File: config.mk
export PLATFORM = sky130hd
export DESIGN_NAME = source_token_scanner_top
export DESIGN_NICKNAME = d
export VERILOG_FILES = /design/src/rtl/sts_pkg.sv /design/src/rtl/sts_front.sv /design/src/rtl/sts_queue.sv /design/src/rtl/sts_back.sv /design/src/rtl/source_token_scanner_top.sv
export VERILOG_INCLUDE_DIRS = /design/src /design/src/rtl
export SDC_FILE = /design/constraint.sdc
export NUM_CORES = 1
export LEC_CHECK = 0
export ABC_AREA = 1
export BUFFER_PORTS_ARGS = -buffer_cell sky130_fd_sc_hd__buf_2
export CELL_PAD_IN_SITES_DETAIL_PLACEMENT = 0
export CELL_PAD_IN_SITES_GLOBAL_PLACEMENT = 1
export CORE_MARGIN = 1.5
export CORE_UTILIZATION = 45
export DETAILED_ROUTE_END_ITERATION = 10
export PLACE_DENSITY_LB_ADDON = 0.1
export SYNTH_ARGS = -nofsm -noshare
export SYNTH_HDL_FRONTEND = slang
export SYNTH_SLANG_ARGS = --single-unit
File: constraint.sdc
create_clock -name clk -period 7.15 [get_ports clk]
set_input_delay 1.43 -clock clk [delete_from_list [all_inputs] [get_ports clk]]
set_output_delay 1.43 -clock clk [all_outputs]
set_load 0.005 [all_outputs]
File: src/rtl/source_token_scanner_top_defines.svh
// Assertion macros for the source token scanner
`ifndef SOURCE_TOKEN_SCANNER_TOP_DEFINES_SVH
`define SOURCE_TOKEN_SCANNER_TOP_DEFINES_SVH
`ifndef ASSERT_OFF
`define STS_ASSERT_IMPL(label, clk, rst_n, ante, cons, msg) \
    label: assert property (@(posedge clk) disable iff (!rst_n) (ante) |-> (cons)) \
        else $error(msg);
`define STS_ASSERT_NEXT(label, clk, rst_n, ante, cons, msg) \
    label: assert property (@(posedge clk) disable iff (!rst_n) (ante) |=> (cons)) \
        else $error(msg);
`else
`define STS_ASSERT_IMPL(label, clk, rst_n, ante, cons, msg)
`define STS_ASSERT_NEXT(label, clk, rst_n, ante, cons, msg)
`endif
`endif

File: src/rtl/sts_pkg.sv
// ----------------------------------------------------------------------------
// sts_pkg
// Shared types, codes and constants of the source token scanner.
// ----------------------------------------------------------------------------
package sts_pkg;

    localparam int MAX_LEXEME_DEF = 64;
    localparam int KW_MAX = 8;
    localparam logic [30:0] INT_SAT = 31'h7FFF_FFFF;

    localparam logic [4:0] TK_ERROR = 5'd0;
    localparam logic [4:0] TK_EOF   = 5'd1;
    localparam logic [4:0] TK_IDENT = 5'd2;
    localparam logic [4:0] TK_INT   = 5'd3;
    localparam logic [4:0] TK_FLOAT = 5'd4;
    localparam logic [4:0] TK_STR   = 5'd5;
    localparam logic [4:0] TK_BOOL  = 5'd6;
    localparam logic [4:0] TK_KW_FUNCTION = 5'd7;
    localparam logic [4:0] TK_KW_BEGIN    = 5'd8;
    localparam logic [4:0] TK_KW_END      = 5'd9;
    localparam logic [4:0] TK_KW_GLOBAL   = 5'd10;
    localparam logic [4:0] TK_KW_INTEGER  = 5'd11;
    localparam logic [4:0] TK_KW_FLOAT    = 5'd12;
    localparam logic [4:0] TK_KW_BOOLEAN  = 5'd13;
    localparam logic [4:0] TK_KW_STRING   = 5'd14;
    localparam logic [4:0] TK_KW_IF       = 5'd15;
    localparam logic [4:0] TK_KW_THEN     = 5'd16;
    localparam logic [4:0] TK_KW_ELSE     = 5'd17;
    localparam logic [4:0] TK_KW_FOR      = 5'd18;
    localparam logic [4:0] TK_KW_NOT      = 5'd19;
    localparam logic [4:0] TK_ASSIGN = 5'd20;
    localparam logic [4:0] TK_GE    = 5'd21;
    localparam logic [4:0] TK_LE    = 5'd22;
    localparam logic [4:0] TK_EQ    = 5'd23;
    localparam logic [4:0] TK_NE    = 5'd24;
    localparam logic [4:0] TK_OP    = 5'd25;

    localparam logic [2:0] ERR_NONE  = 3'd0;
    localparam logic [2:0] ERR_EQ    = 3'd1;
    localparam logic [2:0] ERR_COLON = 3'd2;
    localparam logic [2:0] ERR_LONG  = 3'd3;
    localparam logic [2:0] ERR_DOT   = 3'd4;
    localparam logic [2:0] ERR_NUL   = 3'd5;

    typedef enum logic [7:0] {
        M_IDLE    = 8'b0000_0001,
        M_PAIR    = 8'b0000_0010,
        M_STRING  = 8'b0000_0100,
        M_ESCAPE  = 8'b0000_1000,
        M_COMMENT = 8'b0001_0000,
        M_IDENT   = 8'b0010_0000,
        M_NUMBER  = 8'b0100_0000,
        M_FLOAT   = 8'b1000_0000
    } mode_t;

    typedef struct packed {
        logic [7:0] char_code;
        logic       end_of_input;
    } in_word_t;

    typedef struct packed {
        logic [4:0]  token_kind;
        logic [7:0]  op_char;
        logic [30:0] int_value;
        logic        bool_value;
        logic [6:0]  lexeme_length;
        logic [31:0] line_number;
        logic [2:0]  error_code;
        logic        last_of_run;
    } out_word_t;

    // Classified character handed from the front to the back
    typedef struct packed {
        logic [7:0] ch;
        logic       eoi;
        logic       is_digit;
        logic       is_letter;
        logic       is_single_op;
        logic       is_prefix;
    } cls_word_t;

    typedef logic [KW_MAX*8-1:0] kw_buf_t;

    function automatic logic [63:0] kw_str(input string s);
        logic [63:0] r;
        r = '0;
        for (int i = 0; i < 8; i++)
        begin
            if (i < s.len())
            begin
                r[i*8 +: 8] = s[i];
            end
        end
        return r;
    endfunction

    // Keyword match over buffered bytes; returns kind, ident on no match
    function automatic logic [5:0] kw_match(input kw_buf_t buf_w, input logic [3:0] len);
        logic [63:0] b;
        logic [4:0] k;
        logic bv;
        b = '0;
        for (int i = 0; i < 8; i++)
        begin
            if (4'(i) < len)
            begin
                b[i*8 +: 8] = buf_w[i*8 +: 8];
            end
        end
        k = TK_IDENT;
        bv = 1'b0;
        case (len)
            4'd2:
            begin
                if (b == kw_str("if")) k = TK_KW_IF;
            end
            4'd3:
            begin
                if (b == kw_str("end")) k = TK_KW_END;
                else if (b == kw_str("for")) k = TK_KW_FOR;
                else if (b == kw_str("not")) k = TK_KW_NOT;
            end
            4'd4:
            begin
                if (b == kw_str("then")) k = TK_KW_THEN;
                else if (b == kw_str("else")) k = TK_KW_ELSE;
                else if (b == kw_str("true"))
                begin
                    k = TK_BOOL;
                    bv = 1'b1;
                end
            end
            4'd5:
            begin
                if (b == kw_str("begin")) k = TK_KW_BEGIN;
                else if (b == kw_str("float")) k = TK_KW_FLOAT;
                else if (b == kw_str("false")) k = TK_BOOL;
            end
            4'd6:
            begin
                if (b == kw_str("global")) k = TK_KW_GLOBAL;
                else if (b == kw_str("string")) k = TK_KW_STRING;
            end
            4'd7:
            begin
                if (b == kw_str("integer")) k = TK_KW_INTEGER;
                else if (b == kw_str("boolean")) k = TK_KW_BOOLEAN;
            end
            4'd8:
            begin
                if (b == kw_str("function")) k = TK_KW_FUNCTION;
            end
            default:
            begin
                k = TK_IDENT;
            end
        endcase
        return {k, bv};
    endfunction

endpackage

File: src/rtl/sts_front.sv
// ----------------------------------------------------------------------------
// sts_front
// Input stage: register and classify each incoming character.
// ----------------------------------------------------------------------------
module sts_front (
    input  logic                clk,
    input  logic                rst_n,
    input  sts_pkg::in_word_t   in_word,
    input  logic                in_valid,
    output logic                in_ready,
    output sts_pkg::cls_word_t  cls_word,
    output logic                cls_valid,
    input  logic                cls_ready
);

    sts_pkg::cls_word_t cls_reg;
    sts_pkg::cls_word_t cls_next;
    logic               valid_reg;
    logic [7:0]         c;

    assign c = in_word.char_code;
    assign in_ready = !valid_reg || cls_ready;

    always_comb
    begin
        cls_next.ch = c;
        cls_next.eoi = in_word.end_of_input;
        cls_next.is_digit = (c >= 8'h30) && (c <= 8'h39);
        cls_next.is_letter = ((c >= 8'h61) && (c <= 8'h7A)) || ((c >= 8'h41) && (c <= 8'h5A));
        cls_next.is_single_op = (c == 8'h2B) || (c == 8'h2D) || (c == 8'h2A) ||
                                (c == 8'h28) || (c == 8'h29) || (c == 8'h5B) ||
                                (c == 8'h5D) || (c == 8'h2C) || (c == 8'h7C) ||
                                (c == 8'h26) || (c == 8'h3B);
        cls_next.is_prefix = (c == 8'h2F) || (c == 8'h3D) || (c == 8'h3A) ||
                             (c == 8'h3C) || (c == 8'h3E) || (c == 8'h21);
    end

    always_ff @(posedge clk or negedge rst_n)
    begin
        if (!rst_n)
        begin
            valid_reg <= 1'b0;
        end
        else if (in_ready)
        begin
            valid_reg <= in_valid;
        end
    end

    always_ff @(posedge clk)
    begin
        if (in_ready && in_valid)
        begin
            cls_reg <= cls_next;
        end
    end

    assign cls_word = cls_reg;
    assign cls_valid = valid_reg;

endmodule

File: src/rtl/sts_queue.sv
// ----------------------------------------------------------------------------
// sts_queue
// Two-entry queue of classified characters between front and back.
// ----------------------------------------------------------------------------
module sts_queue (
    input  logic                clk,
    input  logic                rst_n,
    input  sts_pkg::cls_word_t  wr_word,
    input  logic                wr_valid,
    output logic                wr_ready,
    output sts_pkg::cls_word_t  rd_word,
    output logic                rd_valid,
    input  logic                rd_ready
);

    sts_pkg::cls_word_t mem_reg [2];
    logic               wr_ptr_reg;
    logic               rd_ptr_reg;
    logic [1:0]         count_reg;
    logic               do_wr;
    logic               do_rd;

    assign wr_ready = (count_reg != 2'd2);
    assign rd_valid = (count_reg != 2'd0);
    assign rd_word  = mem_reg[rd_ptr_reg];
    assign do_wr = wr_valid && wr_ready;
    assign do_rd = rd_valid && rd_ready;

    always_ff @(posedge clk or negedge rst_n)
    begin
        if (!rst_n)
        begin
            wr_ptr_reg <= 1'b0;
            rd_ptr_reg <= 1'b0;
            count_reg  <= 2'd0;
        end
        else
        begin
            if (do_wr) wr_ptr_reg <= !wr_ptr_reg;
            if (do_rd) rd_ptr_reg <= !rd_ptr_reg;
            count_reg <= count_reg + {1'b0, do_wr} - {1'b0, do_rd};
        end
    end

    always_ff @(posedge clk)
    begin
        if (do_wr)
        begin
            mem_reg[wr_ptr_reg] <= wr_word;
        end
    end

endmodule

File: src/rtl/sts_back.sv
// ----------------------------------------------------------------------------
// sts_back
// Scanner state machine: consume classified characters, build tokens.
// ----------------------------------------------------------------------------
`include "source_token_scanner_top_defines.svh"

module sts_back #(
    parameter int MAX_LEXEME = sts_pkg::MAX_LEXEME_DEF
) (
    input  logic                clk,
    input  logic                rst_n,
    input  sts_pkg::cls_word_t  cls_word,
    input  logic                cls_valid,
    output logic                cls_ready,
    output sts_pkg::out_word_t  out_word,
    output logic                out_valid,
    input  logic                out_ready
);

    localparam int CW = $clog2(MAX_LEXEME + 2);
    localparam logic [CW-1:0] MAXL = CW'(MAX_LEXEME);

    sts_pkg::mode_t     mode_reg, mode_next;
    logic [7:0]         prefix_reg, prefix_next;
    sts_pkg::kw_buf_t   kw_reg, kw_next;
    logic [CW-1:0]      cnt_reg, cnt_next;
    logic [30:0]        acc_reg, acc_next;
    logic [31:0]        line_reg, line_next;

    // Two-slot output buffer: slot 0 presented, slot 1 behind it
    sts_pkg::out_word_t slot_reg [2];
    logic [1:0]         fill_reg;

    sts_pkg::out_word_t r0, r1;
    logic               e0, e1;
    logic               take;
    logic [1:0]         after_pop;
    logic [7:0]         c;
    logic [CW-1:0]      held;
    logic [5:0]         kwr;
    logic [35:0]        mul;
    logic [3:0]         kw_len;

    assign c = cls_word.ch;
    assign after_pop = fill_reg - {1'b0, out_ready && (fill_reg != 2'd0)};
    assign cls_ready = (after_pop == 2'd0);
    assign take = cls_valid && cls_ready;
    assign held = (cnt_reg > MAXL) ? MAXL : cnt_reg;
    assign kw_len = (cnt_reg <= CW'(sts_pkg::KW_MAX)) ? 4'(cnt_reg) : 4'd0;
    assign kwr = sts_pkg::kw_match(kw_reg, kw_len);
    assign mul = {5'd0, acc_reg} * 36'd10 + {32'd0, c[3:0]};

    function automatic sts_pkg::out_word_t mk(input logic [4:0] k, input logic [7:0] op,
                                              input logic [30:0] iv, input logic bv,
                                              input logic [6:0] len, input logic [31:0] ln,
                                              input logic [2:0] err);
        sts_pkg::out_word_t w;
        w.token_kind = k;
        w.op_char = op;
        w.int_value = iv;
        w.bool_value = bv;
        w.lexeme_length = len;
        w.line_number = ln;
        w.error_code = err;
        w.last_of_run = 1'b0;
        return w;
    endfunction

    always_comb
    begin
        logic rescan;
        logic [CW-1:0] grown;
        logic [6:0] held7;
        logic [6:0] cnt7;
        logic [4:0] pk;
        rescan = 1'b0;
        grown = '0;
        held7 = 7'(held);
        cnt7 = 7'(cnt_reg);
        pk = sts_pkg::TK_NE;
        mode_next = mode_reg;
        prefix_next = prefix_reg;
        kw_next = kw_reg;
        cnt_next = cnt_reg;
        acc_next = acc_reg;
        line_next = line_reg;
        e0 = 1'b0;
        e1 = 1'b0;
        r0 = mk(sts_pkg::TK_EOF, 8'd0, 31'd0, 1'b0, 7'd0, line_reg, sts_pkg::ERR_NONE);
        r1 = r0;
        if (cls_word.eoi)
        begin
            e0 = 1'b1;
            case (mode_reg)
                sts_pkg::M_PAIR:
                begin
                    e1 = 1'b1;
                    if (prefix_reg == 8'h3D)
                        r0 = mk(sts_pkg::TK_ERROR, 8'd0, 31'd0, 1'b0, 7'd1, line_reg,
                                sts_pkg::ERR_EQ);
                    else if (prefix_reg == 8'h3A)
                        r0 = mk(sts_pkg::TK_ERROR, 8'd0, 31'd0, 1'b0, 7'd1, line_reg,
                                sts_pkg::ERR_COLON);
                    else
                        r0 = mk(sts_pkg::TK_OP, prefix_reg, 31'd0, 1'b0, 7'd1, line_reg,
                                sts_pkg::ERR_NONE);
                end
                sts_pkg::M_STRING, sts_pkg::M_ESCAPE:
                begin
                    e1 = 1'b1;
                    r0 = mk(sts_pkg::TK_ERROR, 8'd0, 31'd0, 1'b0, held7, line_reg,
                            sts_pkg::ERR_LONG);
                end
                sts_pkg::M_IDENT:
                begin
                    e1 = 1'b1;
                    r0 = mk(kwr[5:1], 8'd0, 31'd0, kwr[0], cnt7, line_reg, sts_pkg::ERR_NONE);
                end
                sts_pkg::M_NUMBER:
                begin
                    e1 = 1'b1;
                    r0 = mk(sts_pkg::TK_INT, 8'd0, acc_reg, 1'b0, cnt7, line_reg,
                            sts_pkg::ERR_NONE);
                end
                sts_pkg::M_FLOAT:
                begin
                    e1 = 1'b1;
                    r0 = mk(sts_pkg::TK_FLOAT, 8'd0, 31'd0, 1'b0, cnt7, line_reg,
                            sts_pkg::ERR_NONE);
                end
                default:
                begin
                    e1 = 1'b0;
                end
            endcase
            mode_next = sts_pkg::M_IDLE;
        end
        else
        begin
            case (mode_reg)
                sts_pkg::M_PAIR:
                begin
                    mode_next = sts_pkg::M_IDLE;
                    if (prefix_reg == 8'h2F)
                    begin
                        if (c == 8'h2F)
                            mode_next = sts_pkg::M_COMMENT;
                        else
                        begin
                            e0 = 1'b1;
                            r0 = mk(sts_pkg::TK_OP, 8'h2F, 31'd0, 1'b0, 7'd1, line_reg,
                                    sts_pkg::ERR_NONE);
                            rescan = 1'b1;
                        end
                    end
                    else if (c == 8'h3D)
                    begin
                        if (prefix_reg == 8'h3A) pk = sts_pkg::TK_ASSIGN;
                        else if (prefix_reg == 8'h3E) pk = sts_pkg::TK_GE;
                        else if (prefix_reg == 8'h3C) pk = sts_pkg::TK_LE;
                        else if (prefix_reg == 8'h3D) pk = sts_pkg::TK_EQ;
                        e0 = 1'b1;
                        r0 = mk(pk, 8'd0, 31'd0, 1'b0, 7'd2, line_reg, sts_pkg::ERR_NONE);
                    end
                    else
                    begin
                        e0 = 1'b1;
                        rescan = 1'b1;
                        if (prefix_reg == 8'h3D)
                            r0 = mk(sts_pkg::TK_ERROR, 8'd0, 31'd0, 1'b0, 7'd1, line_reg,
                                    sts_pkg::ERR_EQ);
                        else if (prefix_reg == 8'h3A)
                            r0 = mk(sts_pkg::TK_ERROR, 8'd0, 31'd0, 1'b0, 7'd1, line_reg,
                                    sts_pkg::ERR_COLON);
                        else
                            r0 = mk(sts_pkg::TK_OP, prefix_reg, 31'd0, 1'b0, 7'd1, line_reg,
                                    sts_pkg::ERR_NONE);
                    end
                end
                sts_pkg::M_COMMENT:
                begin
                    if (c == 8'h0A)
                    begin
                        line_next = line_reg + 32'd1;
                        mode_next = sts_pkg::M_IDLE;
                    end
                end
                sts_pkg::M_STRING, sts_pkg::M_ESCAPE:
                begin
                    if (mode_reg == sts_pkg::M_STRING && c == 8'h22)
                    begin
                        e0 = 1'b1;
                        r0 = mk(sts_pkg::TK_STR, 8'd0, 31'd0, 1'b0, cnt7, line_reg,
                                sts_pkg::ERR_NONE);
                        mode_next = sts_pkg::M_IDLE;
                    end
                    else if (mode_reg == sts_pkg::M_STRING && c == 8'h5C)
                        mode_next = sts_pkg::M_ESCAPE;
                    else
                    begin
                        mode_next = sts_pkg::M_STRING;
                        grown = cnt_reg + ((mode_reg == sts_pkg::M_ESCAPE && c == 8'h6E)
                                           ? CW'(2) : CW'(1));
                        cnt_next = grown;
                        if (grown >= MAXL)
                        begin
                            e0 = 1'b1;
                            r0 = mk(sts_pkg::TK_ERROR, 8'd0, 31'd0, 1'b0,
                                    7'((grown > MAXL) ? MAXL : grown), line_reg,
                                    sts_pkg::ERR_LONG);
                            mode_next = sts_pkg::M_IDLE;
                        end
                    end
                end
                sts_pkg::M_IDENT:
                begin
                    if (cls_word.is_digit || cls_word.is_letter)
                    begin
                        if (cnt_reg < CW'(sts_pkg::KW_MAX))
                            kw_next[3'(cnt_reg)*8 +: 8] = c;
                        grown = cnt_reg + CW'(1);
                        cnt_next = grown;
                        if (grown >= MAXL)
                        begin
                            e0 = 1'b1;
                            r0 = mk(sts_pkg::TK_ERROR, 8'd0, 31'd0, 1'b0, 7'(MAXL), line_reg,
                                    sts_pkg::ERR_LONG);
                            mode_next = sts_pkg::M_IDLE;
                        end
                    end
                    else
                    begin
                        e0 = 1'b1;
                        r0 = mk(kwr[5:1], 8'd0, 31'd0, kwr[0], cnt7, line_reg,
                                sts_pkg::ERR_NONE);
                        mode_next = sts_pkg::M_IDLE;
                        rescan = 1'b1;
                    end
                end
                sts_pkg::M_NUMBER, sts_pkg::M_FLOAT:
                begin
                    if (cls_word.is_digit)
                    begin
                        if (mode_reg == sts_pkg::M_NUMBER)
                            acc_next = (mul > {5'd0, sts_pkg::INT_SAT}) ? sts_pkg::INT_SAT
                                                                      : mul[30:0];
                        grown = cnt_reg + CW'(1);
                        cnt_next = grown;
                        if (grown >= MAXL)
                        begin
                            e0 = 1'b1;
                            r0 = mk(sts_pkg::TK_ERROR, 8'd0, 31'd0, 1'b0, 7'(MAXL), line_reg,
                                    sts_pkg::ERR_LONG);
                            mode_next = sts_pkg::M_IDLE;
                        end
                    end
                    else if (c == 8'h2E)
                    begin
                        if (mode_reg == sts_pkg::M_NUMBER)
                        begin
                            cnt_next = cnt_reg + CW'(1);
                            mode_next = sts_pkg::M_FLOAT;
                        end
                        else
                        begin
                            e0 = 1'b1;
                            r0 = mk(sts_pkg::TK_ERROR, 8'd0, 31'd0, 1'b0, held7, line_reg,
                                    sts_pkg::ERR_DOT);
                            mode_next = sts_pkg::M_IDLE;
                        end
                    end
                    else if (c == 8'h00)
                    begin
                        e0 = 1'b1;
                        r0 = mk(sts_pkg::TK_ERROR, 8'd0, 31'd0, 1'b0, held7, line_reg,
                                sts_pkg::ERR_NUL);
                        mode_next = sts_pkg::M_IDLE;
                    end
                    else
                    begin
                        e0 = 1'b1;
                        if (mode_reg == sts_pkg::M_NUMBER)
                            r0 = mk(sts_pkg::TK_INT, 8'd0, acc_reg, 1'b0, cnt7, line_reg,
                                    sts_pkg::ERR_NONE);
                        else
                            r0 = mk(sts_pkg::TK_FLOAT, 8'd0, 31'd0, 1'b0, cnt7, line_reg,
                                    sts_pkg::ERR_NONE);
                        mode_next = sts_pkg::M_IDLE;
                        rescan = 1'b1;
                    end
                end
                default:
                begin
                    rescan = 1'b1;
                end
            endcase
            // Idle scan of the character, either fresh or rescanned
            if (rescan)
            begin
                mode_next = sts_pkg::M_IDLE;
                if (c == 8'h0A)
                    line_next = line_reg + 32'd1;
                else if (cls_word.is_single_op)
                begin
                    if (e0)
                    begin
                        e1 = 1'b1;
                        r1 = mk(sts_pkg::TK_OP, c, 31'd0, 1'b0, 7'd1, line_reg,
                                sts_pkg::ERR_NONE);
                    end
                    else
                    begin
                        e0 = 1'b1;
                        r0 = mk(sts_pkg::TK_OP, c, 31'd0, 1'b0, 7'd1, line_reg,
                                sts_pkg::ERR_NONE);
                    end
                end
                else if (cls_word.is_prefix)
                begin
                    prefix_next = c;
                    mode_next = sts_pkg::M_PAIR;
                end
                else if (c == 8'h22)
                begin
                    cnt_next = '0;
                    mode_next = sts_pkg::M_STRING;
                end
                else if (cls_word.is_digit)
                begin
                    cnt_next = CW'(1);
                    acc_next = {27'd0, c[3:0]};
                    mode_next = sts_pkg::M_NUMBER;
                end
                else if (cls_word.is_letter)
                begin
                    cnt_next = CW'(1);
                    kw_next[7:0] = c;
                    mode_next = sts_pkg::M_IDENT;
                end
            end
        end
        if (e1)
            r1.last_of_run = 1'b1;
        else
            r0.last_of_run = 1'b1;
    end

    always_ff @(posedge clk or negedge rst_n)
    begin
        if (!rst_n)
        begin
            mode_reg   <= sts_pkg::M_IDLE;
            prefix_reg <= 8'd0;
            cnt_reg    <= '0;
            acc_reg    <= '0;
            line_reg   <= 32'd1;
            fill_reg   <= 2'd0;
        end
        else
        begin
            if (take)
            begin
                mode_reg   <= mode_next;
                prefix_reg <= prefix_next;
                cnt_reg    <= cnt_next;
                acc_reg    <= acc_next;
                line_reg   <= line_next;
                fill_reg   <= {1'b0, e0} + {1'b0, e1};
            end
            else
            begin
                fill_reg <= after_pop;
            end
        end
    end

    always_ff @(posedge clk)
    begin
        if (take)
        begin
            kw_reg <= kw_next;
            slot_reg[0] <= r0;
            slot_reg[1] <= r1;
        end
        else if (out_ready && fill_reg == 2'd2)
        begin
            slot_reg[0] <= slot_reg[1];
        end
    end

    assign out_word = slot_reg[0];
    assign out_valid = (fill_reg != 2'd0);

    `STS_ASSERT_IMPL(a_second_needs_first, clk, rst_n, take && e1, e0,
                     "second token without a first")
    `STS_ASSERT_IMPL(a_take_only_drained, clk, rst_n, take, after_pop == 2'd0,
                     "new word taken while tokens still pending")
    `STS_ASSERT_IMPL(a_fill_range, clk, rst_n, 1'b1, fill_reg != 2'd3,
                     "output buffer overfilled")
    `STS_ASSERT_NEXT(a_line_monotonic, clk, rst_n, 1'b1,
                     line_reg >= $past(line_reg) || $past(line_reg) == 32'hFFFF_FFFF,
                     "line count went backwards")

endmodule

File: src/rtl/source_token_scanner_top.sv
// Path: input words are registered in the front, queued, then scanned by the back.
// Throughput: one character per cycle while tokens are taken; a character that
// gives two tokens holds the scanner while the second token drains.
// Reset: rst_n asynchronous, active low; scanner idle, line count one, queues empty.
// ----------------------------------------------------------------------------
// source_token_scanner_top
// Character-stream lexical scanner: front classifier, queue, token back end.
// ----------------------------------------------------------------------------
module source_token_scanner_top #(
    parameter int MAX_LEXEME = sts_pkg::MAX_LEXEME_DEF
) (
    input  logic                clk,
    input  logic                rst_n,
    input  sts_pkg::in_word_t   in_data,
    input  logic                in_valid,
    output logic                in_ready,
    output sts_pkg::out_word_t  out_data,
    output logic                out_valid,
    input  logic                out_ready
);

    // Classified word from the front register
    sts_pkg::cls_word_t f_word;
    logic               f_valid;
    logic               f_ready;

    // Queue output towards the back end
    sts_pkg::cls_word_t q_word;
    logic               q_valid;
    logic               q_ready;

    // Register and classify each incoming word
    sts_front u_front (
        .clk       (clk),
        .rst_n     (rst_n),
        .in_word   (in_data),
        .in_valid  (in_valid),
        .in_ready  (in_ready),
        .cls_word  (f_word),
        .cls_valid (f_valid),
        .cls_ready (f_ready)
    );

    // Decouple front and back so each may stall on its own
    sts_queue u_queue (
        .clk      (clk),
        .rst_n    (rst_n),
        .wr_word  (f_word),
        .wr_valid (f_valid),
        .wr_ready (f_ready),
        .rd_word  (q_word),
        .rd_valid (q_valid),
        .rd_ready (q_ready)
    );

    // Advance the scanner state and hold up to two tokens per word
    sts_back #(
        .MAX_LEXEME (MAX_LEXEME)
    ) u_back (
        .clk       (clk),
        .rst_n     (rst_n),
        .cls_word  (q_word),
        .cls_valid (q_valid),
        .cls_ready (q_ready),
        .out_word  (out_data),
        .out_valid (out_valid),
        .out_ready (out_ready)
    );

endmodule

* Word-level counts from Yosys, hierarchy flattened
Memories as Yosys holds them, arrays and structs flattened.
Index checks and enable logic that the tools add are counted.
W data, S select, Z words.
** Operators by class
- Add/subtract/negate cells :: 9
- Multipliers :: 1
- $lt $le $gt $ge :: 21
- Equal/unequal tests :: 61
- Shift-type cells :: 2
- Muxes and demuxes :: 163
- Bitwise logic cells :: 4
- Reduce and logical (&&, ||, !) cells :: 45
** Operators with widths (number)
- $mux W88 :: 22
- $pmux W88 S5 :: 1
- $pmux W88 S4 :: 1
- $mux W31 :: 10
- $mux W8 :: 34
- $mux W84 :: 3
- $eq A64 B23 Y1 const B :: 3
- $eq A64 B31 Y1 const B :: 3
- $eq A64 B39 Y1 const B :: 3
- $eq A8 B6 Y1 const B :: 24
- $eq A64 B47 Y1 const B :: 2
- $eq A64 B55 Y1 const B :: 2
- $mux W32 :: 4
- $mux W7 :: 15
- $mux W86 :: 1
- $mux W5 :: 13
- $bwmux W64 :: 1
- $eq A64 B15 Y1 const B :: 1
- $eq A64 B63 Y1 const B :: 1
- $shift A8 B34 Y64 const A :: 1
- $shiftx A8 B34 Y64 :: 1
- $eq A8 B7 Y1 const B :: 6
- $mux W1 :: 41
- $pmux W8 S5 :: 1
- 55 further kinds :: 112
** Word-level totals
- Flip-flop bits (word level) :: 170
- Bits in writable memories :: 202
- Input bits :: 13
- Output and inout bits :: 90
- Logic and storage cells :: 326
- Memories :: 2
** Memory list
- u_back.slot_reg :: depth 2, width 88, rd ports 2, clocked after memory_dff 0, wr ports 2, line sts_back.sv:31 : sts_pkg::out_word_t slot_reg [2];
- u_queue.mem_reg :: depth 2, width 13, rd ports 1, clocked after memory_dff 0, wr ports 1, line sts_queue.sv:16 : sts_pkg::cls_word_t mem_reg [2];

* Logic depth before layout (Yosys ltp)
- Depth after elaboration :: 18
- Mapped depth :: 28
- Depth with buffers taken out :: 26

* Modules after synthesis
From an unflattened synthesis, not the netlist that was laid out.
** Second synthesis, totals
- Cell total of the unflattened synthesis :: 2985
- Area total of the unflattened synthesis :: 22317.7 um^2
** By module, submodules not included
- sts_back :: instances 1, cells each 2816, area each 20489.7 um^2, seq. area each 8030.2 um^2
- sts_queue :: instances 1, cells each 99, area each 1168.6 um^2, seq. area each 880.8 um^2
- sts_front :: instances 1, cells each 70, area each 659.4 um^2, seq. area each 415.4 um^2

* Least setup slack after synthesis
OpenSTA, ideal clock, no wires.
- Kind :: input to register
- Start point :: input out_ready
- End point :: memory u_back.slot_reg[0][0] (netlist name) (enable)
- Library setup time :: 449 ps
- Data arrival time :: 6255 ps
- Required time :: 6701 ps
- Path slack :: 446 ps
- Stages :: 7
- Buffers on the path :: 0
- Cells stage by stage :: inv_1 a21oi_1 ha_1 o21ai_0 nor2_1 inv_1 nand2_1
** RTL lines
- start: declaration :: line source_token_scanner_top.sv:19 : input logic out_ready
- end: declaration :: line sts_back.sv:31

==> summary.txt <==
STA
  – Tmin final: about 5.4 ns
  – Worst slew margin: 0.174
  – Worst slew pin tran: approximately 1.2 ns
  – Final Hold Vio Count: 0
  – RSZ-0062 raised after global routing: false
  – Final setup viols: 0
  – Layout Skew: ~0.03 ns
  – Final Cycle Share: 0.761
  – Fin Setup TNS: 0 ns
  – Max Clk Rate: 184 MHz
  – Final max-slew violation count: 0

Global route
  – Total track usage: 0.291
  – Vias in the first global route: 19,900
  – Global-route wire length before repair: 114 mm
  – Initial antenna violation count: 2
  – Largest net degree at the start of global routing: 86
  – Grt ovf: 0

Floorplanning
  – I/O Pins: approximately 100
  – Core Footprint: 49,200 um^2
  – Rows: 81
  – Die W: 227 um
  – Die ar.: 51,500 um^2
  – Initial Utilization: 0.459
  – Die Y: ~230 um

Route
  – ANT nets after route: 0
  – # DRC: 0
  – TritonRoute pass-1 iters: 8
  – Detailed Route WL: 73.6 mm
  – Via count: 20,700
  – Average wire per standard cell: just under 20 um
  – Drt initial violations: between 1,500 and 2,000
  – Drt via density: 5.44

Clocking
  – Setup Buffers After CTS: 0
  – Root buf cell: clkbuf_16
  – Post-CTS resize count: 0
  – TritonCTS buffer count: 37
  – Clock tree buffer depth: 3
  – # hold bufs at CTS: 0
  – CTS H-tree depth: 2
  – Total clock sinks: roughly 330
  – Clock Latency Late Sink: about 0.55 ns
  – CTS tree: yes
  – Reg clk slew, reported paths: 0.06 ns

Cells and area
  – Final Instance Area: 24,900 um^2
  – Sequential Area: 9330 um^2
  – Ant. Diodes: 0
  – Fraction of layout instances using a drive strength above 1: 0.0946
  – Fin cells: 3,804
  – Synth-to-layout area growth: 10.2%
  – Layout fillers: 4,829
  – Final Net Count: 3,201
  – Max FFs per register: 130
  – Multi-input gate area: 11,100 um^2

Synth
  – Post-synth EDFFs: approximately 230
  – Most frequent cells after synthesis: 828 x nand2_1, 440 x inv_1, 357 x nor2_1
  – Mux cell area share after synthesis: 0.000888
  – Synth Net Count: 3,124
  – Combinational family with the most area after synthesis: simple AND/OR/NAND/NOR gates
  – Cell taking the most area after synthesis: edfxtp_1
  – Synth Area in Simple Gates: 0.338
  – Synth top area share: 0.310
  – Post-synth ARST share: 0.285
  – Synth Register Bits: 326
  – Post-Synth XOR/XNOR Area: 0.0256
  – Synth Area in Compound Gates: 0.0831
  – Synth Flop Type: edfxtp_1
  – Cell variety after synth: 64
  – Sequential element share of the synthesized area: 0.414
  – Syn_area_per_cell: 7.43 um^2
  – Yosys warns: 0
  – Synthesized area: 22,500 um^2
  – Most frequent cell after synthesis: nand2_1
  – Synth top area cells: edfxtp_1 31%, nand2_1 14%, dfrtp_1 10%
  – Synth Area in Adders: 0.0432
  – Syn Inst Count: 3,035

Worst setup path
  – CP cell instances: inv_2 > o21ai_4 > inv_2 > nor2_4 > nand2_1 > nor4_1 > inv_1 > ha_1 > fa_1 > nand2_1 > xor2_1 > nand2_1 > o21ai_2 > nor3_4 > nand4_4 > nand3_2 > nand2_1 > nand2_2 > nor3b_1
  – CP top delay family: simple AND/OR/NAND/NOR gates
  – Crit path arrival time: 5.70 ns
  – Largest stage delay, worst path: roughly 0.8 ns
  – Crit-path max FO: 31
  – Worst setup SP type: flip-flop
  – CP Capture Type: flip-flop
  – Crit-path slowest cell: nand2_2
  – Most common cell on crit path: nand2_1
  – Worst R2R Setup Slack: approximately 1.7 ns
  – Setup CP Type: reg -> reg
  – Bufs and invs on worst path: 3
  – Critical path data required time: 7.41 ns

Status
  – Status: completed

Power and ir drop
  – Pwr dens: between 300 and 400 nW/um^2
  – P_leak: 10.9 nW
  – Max rail drop VDD: 0.248 mV

Place
  – IO buf count: 102
  – Area after DPL: 23,600 um^2
  – HPWL Detailed: roughly 57 mm
  – Inst Count DP: 3,737
  – Placer Congestion: 0.946

Job
  – Max-cap viol count: 0

Worst hold path
  – Hold Path Class: reg -> reg
cells by family (layout without fill, tap and decap cells):
logic type      Yosys count  count (layout)
compound gates          332             332
xor+xnor                 66              66
fa+ha+maj                76              76
buf+inv                 545             650
flops                   326             326
mux                       2               2
simple gates           1688            1688
cell type report:
type / instances / area share
inverter: 466 / 0.0705
timing repair buffer: 117 / 0.0252
multi-input combinational: 2164 / 0.447
sequential: 326 / 0.375
tap: 664 / 0.0334
clock buffer: 49 / 0.0407
clock inverter: 18 / 0.00831
layer usage:
metal	GRT usage	vias up	wire length, um
li1	-	10100	-
met1	0.394	9834	32900
met2	0.477	604	34200
met3	0.0402	112	4040
met4	0.0955	2	2390
met5	0	-	13
final timing paths:
check,from,end,depth (start not counted)
hold reg to reg,u_front.cls_word[10],u_queue.mem_reg[1][10],0
setup reg to reg,u_queue.rd_ptr_reg,u_back.slot_reg[0][44],19
max in group asynchronous,rst_n,u_back.fill_reg[1],2
hold / removal,u_front.cls_word[10],u_queue.mem_reg[1][10],0
min in group asynchronous,rst_n,u_back.line_reg[30],1
setup / recovery,u_queue.rd_ptr_reg,u_back.slot_reg[0][44],19
report_power, final:
group | internal [W] | switching [W] | leakage, nW
Clock | 0.00115 | 0.000778 | 0.594
Sequential | 0.00277 | 0.000413 | 3.25
Combinational | 0.00137 | 0.00345 | 7.08
through the flow:
step | setup WS (ns) | util | power (W) | hold slack (ns)
6_report | 1.71 | 0.506 | 0.00993 | 0.443
3_5_place_dp | 1.75 | 0.481 | 0.00801 | 0.434
5_1_grt | 1.05 | 0.506 | 0.0107 | 0.457
4_1_cts | 1.72 | 0.506 | 0.00995 | 0.445
2_1_floorplan | 0.446 | - | 0.00645 | 0.421
3_3_place_gp | 1.92 | 0.481 | 0.00795 | 0.427
layout by cell type, fill, tap and decap left out, types with 5 or more instances in the layout:
cell type	instances
nand2_1	827
o21ai_0	154
xor2_1	54
dfrtp_1	91
edfxtp_1	233
clkbuf_16	38
nor3_2	27
nand3b_1	18
nor3_1	77
and2_1	9
clkinv_2	7
a31oi_1	11
or2_2	6
buf_2	101
o21ai_1	29
nand4_1	99
clkinv_1	7
inv_1	440
nor2_1	353
o21ai_4	5
o22ai_1	17
ha_1	73
buf_4	16
xnor2_1	12
o211ai_1	11
nor2_4	7
nand3_2	6
inv_2	21
nor4_1	28
nand2_2	15
a21oi_1	74
nor2_2	12
clkbuf_1	9
nand3_1	176
No activity file was read; power rests on OpenSTA's default activity.
